$ cat src/hw/rtl/ipv4_source_blocklist_filter_top_assert.svh
// Assertion macros shared by the filter RTL.
// Depends on nothing; included by the modules that carry assertions.
`ifndef IPV4_SOURCE_BLOCKLIST_FILTER_TOP_ASSERT_SVH
`define IPV4_SOURCE_BLOCKLIST_FILTER_TOP_ASSERT_SVH

`ifndef NO_ASSERTIONS
// Implication or plain property checked on every rising clock edge outside reset.
`define ISBF_ASSERT(label, clk, rst_n, prop) \
  label: assert property (@(posedge clk) disable iff (!(rst_n)) (prop)) \
    else $error("isbf assertion failed");
// Condition that must never be true outside reset.
`define ISBF_ASSERT_NEVER(label, clk, rst_n, cond) \
  label: assert property (@(posedge clk) disable iff (!(rst_n)) !(cond)) \
    else $error("isbf forbidden condition seen");
`else
`define ISBF_ASSERT(label, clk, rst_n, prop)
`define ISBF_ASSERT_NEVER(label, clk, rst_n, cond)
`endif

`endif

$ cat src/hw/rtl/isbf_pkg.sv
// Types and constants of the IPv4 source blocklist filter.
// Depends on nothing; imported by every module of the filter.
package isbf_pkg;

  typedef enum logic [1:0] {
    VERDICT_PASS    = 2'd0,
    VERDICT_DROP    = 2'd1,
    VERDICT_TX_BACK = 2'd2
  } verdict_e;

  // Configuration register indexes.
  localparam logic REG_BLOCKED_ADDR = 1'b0;
  localparam logic REG_SHORT_ACTION = 1'b1;

  localparam int unsigned POS_W = 6;
  localparam int unsigned L3_W  = 5;
  localparam int unsigned CMP_W = 7;

  localparam logic [POS_W-1:0] POS_MAX      = 6'd63;
  localparam logic [L3_W-1:0]  ETH_HDR_LEN  = 5'd14;
  localparam logic [L3_W-1:0]  TAG_LEN      = 5'd4;
  localparam logic [CMP_W-1:0] IPV4_HDR_LEN = 7'd20;
  localparam logic [CMP_W-1:0] SADDR_OFF    = 7'd12;
  localparam logic [CMP_W-1:0] SADDR_END    = 7'd16;

  localparam logic [15:0] ETYPE_IPV4  = 16'h0800;
  localparam logic [15:0] ETYPE_CTAG  = 16'h8100;
  localparam logic [15:0] ETYPE_STAG  = 16'h88A8;

  // Result word handed from the parser to the output register.
  typedef struct packed {
    verdict_e    verdict;
    logic [31:0] source_addr;
  } result_t;

endpackage

$ cat src/hw/rtl/isbf_parser.sv
// Frame header parser: per-frame state and the combinational byte step.
// Depends on isbf_pkg.
module isbf_parser #(
  parameter int unsigned MaxTags = 2
) (
  input  logic                clk_i,
  input  logic                rst_ni,
  input  logic                step_i,
  input  logic [7:0]          data_byte_i,
  input  logic                end_of_frame_i,
  input  logic [31:0]         blocked_addr_i,
  input  logic                short_frame_action_i,
  output isbf_pkg::result_t   result_o
);
  import isbf_pkg::*;

  localparam int unsigned TagW = (MaxTags < 1) ? 1 : $clog2(MaxTags + 1);
  localparam logic [TagW-1:0] TagMax = TagW'(MaxTags);

  logic [POS_W-1:0] pos_q, pos_d;
  logic [15:0]      etype_q, etype_d;
  logic [L3_W-1:0]  l3_q, l3_d;
  logic [TagW-1:0]  tags_q, tags_d;
  logic [31:0]      addr_q, addr_d;
  logic             ipv4_q, ipv4_d;
  logic             short_q, short_d;

  logic [CMP_W-1:0] pos_p1;
  logic [CMP_W-1:0] pos_w;
  logic [CMP_W-1:0] l3_w;
  logic             is_tag;
  logic [31:0]      src;

  always_comb begin
    pos_w   = CMP_W'(pos_q);
    pos_p1  = pos_w + 7'd1;
    etype_d = {etype_q[7:0], data_byte_i};
    is_tag  = (etype_d == ETYPE_CTAG) || (etype_d == ETYPE_STAG);

    tags_d  = tags_q;
    l3_d    = l3_q;
    short_d = short_q;
    ipv4_d  = ipv4_q;
    if (short_q && (pos_p1 == CMP_W'(l3_q))) begin
      if (is_tag && (tags_q < TagMax)) begin
        tags_d = tags_q + TagW'(1);
        l3_d   = l3_q + TAG_LEN;
      end else begin
        short_d = 1'b0;
        ipv4_d  = (etype_d == ETYPE_IPV4);
      end
    end

    // Source address bytes sit at offsets 12 to 15 of the IPv4 header.
    l3_w   = CMP_W'(l3_d);
    addr_d = addr_q;
    if (!short_d && ipv4_d && (pos_w >= l3_w + SADDR_OFF) && (pos_w < l3_w + SADDR_END)) begin
      addr_d = {addr_q[23:0], data_byte_i};
    end

    src = 32'd0;
    if (!short_d && ipv4_d && (pos_p1 >= l3_w + IPV4_HDR_LEN)) begin
      src = addr_d;
    end
    result_o.source_addr = src;
    if (short_d) begin
      result_o.verdict = short_frame_action_i ? VERDICT_TX_BACK : VERDICT_PASS;
    end else begin
      result_o.verdict = (src == blocked_addr_i) ? VERDICT_DROP : VERDICT_PASS;
    end
  end

  always_ff @(posedge clk_i or negedge rst_ni) begin
    if (!rst_ni) begin
      pos_q   <= '0;
      etype_q <= '0;
      l3_q    <= ETH_HDR_LEN;
      tags_q  <= '0;
      addr_q  <= '0;
      ipv4_q  <= 1'b0;
      short_q <= 1'b1;
    end else if (step_i) begin
      if (end_of_frame_i) begin
        pos_q   <= '0;
        etype_q <= '0;
        l3_q    <= ETH_HDR_LEN;
        tags_q  <= '0;
        addr_q  <= '0;
        ipv4_q  <= 1'b0;
        short_q <= 1'b1;
      end else begin
        pos_q   <= (pos_q < POS_MAX) ? pos_q + POS_W'(1) : pos_q;
        etype_q <= etype_d;
        l3_q    <= l3_d;
        tags_q  <= tags_d;
        addr_q  <= addr_d;
        ipv4_q  <= ipv4_d;
        short_q <= short_d;
      end
    end
  end

endmodule

$ cat src/hw/rtl/isbf_out_reg.sv
// Result register that holds one verdict word until the consumer takes it.
// Depends on isbf_pkg.
module isbf_out_reg (
  input  logic              clk_i,
  input  logic              rst_ni,
  input  logic              load_i,
  input  isbf_pkg::result_t result_i,
  input  logic              out_stall_i,
  output logic              free_o,
  output logic              out_valid_o,
  output isbf_pkg::result_t result_o
);
  import isbf_pkg::*;

  logic    valid_q;
  result_t data_q;

  assign free_o      = !valid_q || !out_stall_i;
  assign out_valid_o = valid_q;
  assign result_o    = data_q;

  always_ff @(posedge clk_i or negedge rst_ni) begin
    if (!rst_ni) begin
      valid_q <= 1'b0;
    end else if (free_o) begin
      valid_q <= load_i;
    end
  end

  always_ff @(posedge clk_i) begin
    if (free_o && load_i) begin
      data_q <= result_i;
    end
  end

endmodule

$ cat src/hw/rtl/ipv4_source_blocklist_filter_top.sv
// Top level of the IPv4 source blocklist filter: input register, register port,
// parser and result register. Depends on isbf_pkg, isbf_parser, isbf_out_reg.
//
//   Channel  Direction  Handshake              Payload
//   input    in         in_valid_i/in_stall_o  data_byte_i, end_of_frame_i
//   output   out        out_valid_o/out_stall_i verdict_o, source_addr_o
//   config   in         psel/penable/pwrite    paddr, pwdata, prdata
//
// One byte word is taken every cycle while in_stall_o is low. A result word is presented
// once the last byte of a frame has passed the input register and its verdict has been
// loaded into the result register. The rate is set by the single parser step between
// the input register and the result register.
// Reset clears the frame state, both configuration registers and the valid flags.
// A stall on the output only backs up the input when a last byte waits for a full
// result register; bytes inside a frame keep flowing.
`include "ipv4_source_blocklist_filter_top_assert.svh"

module ipv4_source_blocklist_filter_top #(
  parameter int unsigned MAX_TAGS = 2
) (
  input  logic        clk_i,
  input  logic        rst_ni,
  // Byte input.
  input  logic        in_valid_i,
  output logic        in_stall_o,
  input  logic [7:0]  data_byte_i,
  input  logic        end_of_frame_i,
  // Verdict output.
  output logic        out_valid_o,
  input  logic        out_stall_i,
  output logic [1:0]  verdict_o,
  output logic [31:0] source_addr_o,
  // Register port.
  input  logic        psel,
  input  logic        penable,
  input  logic        pwrite,
  input  logic [2:0]  paddr,
  input  logic [31:0] pwdata,
  output logic [31:0] prdata,
  output logic        pready
);
  import isbf_pkg::*;

  // Configuration registers. The register is chosen by the word address bit.
  logic [31:0] blocked_addr_q;
  logic        short_action_q;
  logic        reg_sel;
  logic        reg_wr;

  assign pready  = 1'b1;
  assign reg_sel = paddr[2];
  assign reg_wr  = psel && penable && pwrite;

  always_ff @(posedge clk_i or negedge rst_ni) begin
    if (!rst_ni) begin
      blocked_addr_q <= '0;
      short_action_q <= 1'b0;
    end else if (reg_wr) begin
      unique case (reg_sel)
        REG_BLOCKED_ADDR: blocked_addr_q <= pwdata;
        REG_SHORT_ACTION: short_action_q <= pwdata[0];
        default:          blocked_addr_q <= blocked_addr_q;
      endcase
    end
  end

  always_comb begin
    unique case (reg_sel)
      REG_BLOCKED_ADDR: prdata = blocked_addr_q;
      REG_SHORT_ACTION: prdata = {31'd0, short_action_q};
      default:          prdata = '0;
    endcase
  end

  // Input register. A held byte steps the parser when it either carries no
  // result or the result register can take the verdict.
  logic       s1_valid_q;
  logic [7:0] s1_byte_q;
  logic       s1_eof_q;
  logic       s1_fire;
  logic       out_free;
  logic       in_accept;

  assign s1_fire    = s1_valid_q && (!s1_eof_q || out_free);
  assign in_stall_o = s1_valid_q && !s1_fire;
  assign in_accept  = in_valid_i && !in_stall_o;

  always_ff @(posedge clk_i or negedge rst_ni) begin
    if (!rst_ni) begin
      s1_valid_q <= 1'b0;
    end else if (in_accept) begin
      s1_valid_q <= 1'b1;
    end else if (s1_fire) begin
      s1_valid_q <= 1'b0;
    end
  end

  always_ff @(posedge clk_i) begin
    if (in_accept) begin
      s1_byte_q <= data_byte_i;
      s1_eof_q  <= end_of_frame_i;
    end
  end

  result_t step_result;
  result_t out_result;

  isbf_parser #(
    .MaxTags (MAX_TAGS)
  ) u_parser (
    .clk_i                (clk_i),
    .rst_ni               (rst_ni),
    .step_i               (s1_fire),
    .data_byte_i          (s1_byte_q),
    .end_of_frame_i       (s1_eof_q),
    .blocked_addr_i       (blocked_addr_q),
    .short_frame_action_i (short_action_q),
    .result_o             (step_result)
  );

  isbf_out_reg u_out_reg (
    .clk_i       (clk_i),
    .rst_ni      (rst_ni),
    .load_i      (s1_fire && s1_eof_q),
    .result_i    (step_result),
    .out_stall_i (out_stall_i),
    .free_o      (out_free),
    .out_valid_o (out_valid_o),
    .result_o    (out_result)
  );

  assign verdict_o     = out_result.verdict;
  assign source_addr_o = out_result.source_addr;

  // An empty input register must never hold off the sender.
  `ISBF_ASSERT(a_no_stall_when_empty, clk_i, rst_ni, !s1_valid_q |-> !in_stall_o)
  // Only the three defined verdict codes leave the block.
  `ISBF_ASSERT_NEVER(a_verdict_code, clk_i, rst_ni, out_valid_o && (verdict_o == 2'd3))
  // A dropped frame carries exactly the blocked address.
  `ISBF_ASSERT(a_drop_matches, clk_i, rst_ni,
    (out_valid_o && (verdict_o == VERDICT_DROP)) |-> (source_addr_o == blocked_addr_q))
  // A frame sent back was cut short, so no address was recorded.
  `ISBF_ASSERT(a_tx_back_no_addr, clk_i, rst_ni,
    (out_valid_o && (verdict_o == VERDICT_TX_BACK)) |-> (source_addr_o == 32'd0))

endmodule
$ cat config.mk
export PLATFORM = sky130hd
export DESIGN_NAME = ipv4_source_blocklist_filter_top
export DESIGN_NICKNAME = d
export VERILOG_FILES = /design/src/hw/rtl/isbf_pkg.sv /design/src/hw/rtl/isbf_parser.sv /design/src/hw/rtl/isbf_out_reg.sv /design/src/hw/rtl/ipv4_source_blocklist_filter_top.sv
export VERILOG_INCLUDE_DIRS = /design/src /design/src/hw/rtl
export SDC_FILE = /design/constraint.sdc
export NUM_CORES = 1
export LEC_CHECK = 0
export CAP_MARGIN = 10
export CELL_PAD_IN_SITES_DETAIL_PLACEMENT = 1
export CELL_PAD_IN_SITES_GLOBAL_PLACEMENT = 1
export CORE_MARGIN = 3
export CORE_UTILIZATION = 50
export DETAILED_ROUTE_END_ITERATION = 8
export DONT_BUFFER_PORTS = 1
export GPL_TIMING_DRIVEN = 1
export MAX_ROUTING_LAYER = met4
export PLACE_DENSITY = 0.77
export SYNTH_ARGS = -nofsm -noshare
export SYNTH_HDL_FRONTEND = slang
export SYNTH_SLANG_ARGS = --single-unit
$ cat constraint.sdc
create_clock -name clk_i -period 9.4 [get_ports clk_i]
set_input_delay 0.94 -clock clk_i [delete_from_list [all_inputs] [get_ports clk_i]]
set_output_delay 0.94 -clock clk_i [all_outputs]
set_load 0.05 [all_outputs]
==> flow_summary.ini <==
[routing]
drc_errors = 0
vias = 4999
wl_per_cell_um = 23.46
first_pass_iters = 5
postRouteAntennaNets = 0
totalWireLength_um = 18670
drtIter0Drc = 416
via_per_inst = 6.280

[yosys]
avgSynthCellArea_um2 = 11.20
yosysSeqAreaShare = 0.5123
synth_fp_nets = 683
yosysWarnings = 0
synth_area_um2 = 6878
yosysUniqueCellTypes = 62
synth_cells = 614
synth_flop_cell = dfrtp_1
synth-seq-cells = 132
synthArstFlopShare = 0.6742
synth_edf_count = 43

[floorplanning]
core_um2 = 13350
fp-row-count = 42
die_w_um = 123.3
initial_utilization = 0.5153
die_h_um = 123.3
die_area_um2 = 15200
io-pin-count = 120

[layout]
multi_input_area_um2 = 3192
fin_util = 0.5706
num_antenna_cells = 0
fillers = 1409
layout-area-overhead-vs-synth_pct = 10.73
final_net_count = 676
drive_gt1_frac = 0.1339
seqCellArea_um2 = 3523
fin_area_um2 = 7616

[clock_network]
ctsHoldBuffers = 0
path_clk_slew_ns = 0.06
clock_latency_ns = 0.42
cts_tree = yes
cts_setup_buffers = 0
ctsResizeCount = 0
numCtsBuffers = 17
cts-root-buf = clkbuf_16
htree_num_levels = 4
clock-sinks = 132
clock_path_buffers = 2

[timing]
maxSlewViolCount = 0
relSlewSlack = 0.3264
fin_crit_ns = 7.253
timing.final.setup_violations = 0
rsz0062_at_grt = no
finClkSkew_ns = 0.008465
tightestPinTransition_ns = 1.008
post-route-period-util = 0.7716
fmax_mhz = 137.9
setup_tns_ns = 0
final_hold_viol_count = 0

[placed_design]
io_buffers = 0
placed_cell_area_um2 = 7025
place.gp.congestion = 0.8515
post-dp-hpwl_um = 12400

[global_route]
track_usage = 0.2599
overflow = 0
grt_max_degree = 90
antenna_found_initial = 0
grt_pass1_vias = 5354
grt_pass1_wl_um = 29340

[worst_setup_path]
cp_data_required_time_ns = 9.63
path_class = reg -> reg
crit_path_end_kind = flop
rr_worst_depth = 18
start_kind = flop
crit_fanout = 40
critPathArrivalTime_ns = 7.48

[pwr]
ir_drop_v = 0.0001209
leakage_nw = 3.229
power_w = 0.001599
power_density_nw_per_um2 = 209.9

[run_status]
status = finished clean

[hold_path]
hold_path.class = in -> async

[job]
cap_violations = 0
cells by family (layout without fill, tap and decap cells):
logic type                 after synthesis  after routing  share of synthesized area
and+or+nand+nor                        202            202                     0.1559
adders and majority gates               18             18                    0.03275
xor gates and xnor gates                22             22                    0.02802
DFF                                    132            132                     0.5123
AOI/OAI and AO/OA                      128            128                     0.1393
muxes                                   67             67                     0.1037
buffers and inverters                   44             50                    0.02747
other                                    1              1                  0.0005452
placed cells by master, fill, tap and decap left out, types with 3 or more instances in the layout:
master and count:
o31ai_1 5, nor3_1 11, dfrtp_1 85, clkbuf_16 17, nor2b_1 38, mux2_2 34
nor2_1 49, o22ai_1 3, o21a_1 3, nand2b_1 6, nand3_1 8, o2111ai_1 3
inv_1 12, a2bb2oi_1 3, a22o_1 35, edfxtp_1 43, a31oi_1 4, o32ai_1 5
nand4_1 5, dfstp_2 4, and3b_1 4, nand2_1 42, ha_1 18, clkinv_2 3
mux2i_1 33, buf_4 6, nor3b_1 6, xnor2_1 8, xor2_1 14, clkbuf_8 4
nand3b_1 10, o21ai_0 32, a32o_1 3, nor4_1 6, a21oi_1 16, clkbuf_1 3
Yosys cell counts (all sizes together), types with 2 or more instances:
cell / count / area, um^2
nor3b: 6 / 45.04
o2111ai: 3 / 26.28
buf: 11 / 65.06
o21ai: 33 / 165.2
or3: 3 / 23.77
nor4: 7 / 50.05
o22ai: 3 / 18.77
nand2b: 6 / 37.54
a21oi: 16 / 80.08
nand3: 8 / 40.04
nand4b: 2 / 17.52
nor3: 12 / 60.06
a2bb2oi: 3 / 26.28
dfstp: 4 / 105.1
o31ai: 5 / 37.54
nor2: 49 / 183.9
mux2: 34 / 382.9
ha: 18 / 225.2
a2111oi: 3 / 63.81
o32ai: 5 / 43.79
mux2i: 33 / 330.3
nor2b: 38 / 237.7
and3: 3 / 23.77
nand2: 42 / 157.7
o211ai: 2 / 15.01
nand3b: 10 / 75.07
and2: 2 / 12.51
xnor2: 8 / 70.07
a21boi: 2 / 15.01
a22o: 35 / 306.5
clkbuf: 21 / 78.83
o21a: 3 / 22.52
a31oi: 5 / 46.29
edfxtp: 43 / 1291
a32o: 3 / 30.03
nand4: 5 / 31.28
xor2: 14 / 122.6
inv: 12 / 45.04
and3b: 4 / 35.03
dfrtp: 85 / 2127
path summary, 6_finish.rpt:
kind                                           from                     end  slack [ns]
worst min-delay path                         rst_ni       u_parser.pos_q[0]        0.23
max in group asynchronous                    rst_ni        u_parser.l3_q[3]        8.96
worst max register to register    u_parser.pos_q[0]  u_out_reg.result_o[32]        2.15
worst min register to register  u_parser.etype_q[6]     u_parser.etype_q[6]        0.48
worst max-delay path              u_parser.pos_q[0]  u_out_reg.result_o[32]        2.15
min in group clk_i              u_parser.etype_q[6]     u_parser.etype_q[6]        0.48
metal layers:
metal  share of wire  track usage  wire [um]  up-vias
met4           0.025       0.1024        467        0
met2            0.53       0.4343       9945      173
met1            0.39       0.3090       7308     2551
li1                -            -          -     2243
met3           0.051      0.05444        949       32
met5               0            -          0        -
metrics by stage:
step,setup WS [ns],hold slack [ns],cells
after floorplan,3.914,0.4394,614
after global placement,2.483,0.4516,764
after detailed placement,2.296,0.4665,764
after CTS,2.188,0.2060,796
after global routing,1.614,0.2094,796
final,2.147,0.2277,796
critical path, stage by stage, from the launching register on:
cell and delay [ns]:
dfrtp_1 0.45, ha_1 0.40, nand3_1 0.22, o21a_1 0.19
a2111oi_4 0.43, nand2_1 0.24, nor4_1 0.87, mux2i_1 0.53
ha_1 0.33, ha_1 0.30, a21oi_1 0.16, a21oi_1 0.12
o221ai_4 0.56, buf_4 0.59, mux2i_1 0.42, o22ai_1 0.18
a2111oi_0 0.60, o2111ai_1 0.16, nor4_1 0.29
where the power goes:
part	internal, W	switching (W)
clock	0.000418	0.000246
sequential	0.000643	0.0000800
combinational	0.0000732	0.000138
total	0.00113	0.000464
registers in the layout (all words and copies together) (netlist names), 2 cells and up:
| register | flops |
|---|---|
| blocked_addr_q | 32 |
| s1_byte_q | 8 |
| u_out_reg.result_o | 34 |
| u_parser.addr_q | 32 |
| u_parser.etype_q | 8 |
| u_parser.l3_q | 4 |
| u_parser.pos_q | 6 |
| u_parser.tags_q | 2 |
final cells by class:
class	count	area share
Sequential cell	132	0.4626
Inverter	12	0.005914
Clock inverter	8	0.01298
Tap cell	176	0.02891
Timing Repair Buffer	6	0.005914
Clock buffer	24	0.06456
Multi-Input combinational cell	438	0.4191
Note: power is estimated with default switching activity, not from simulation.
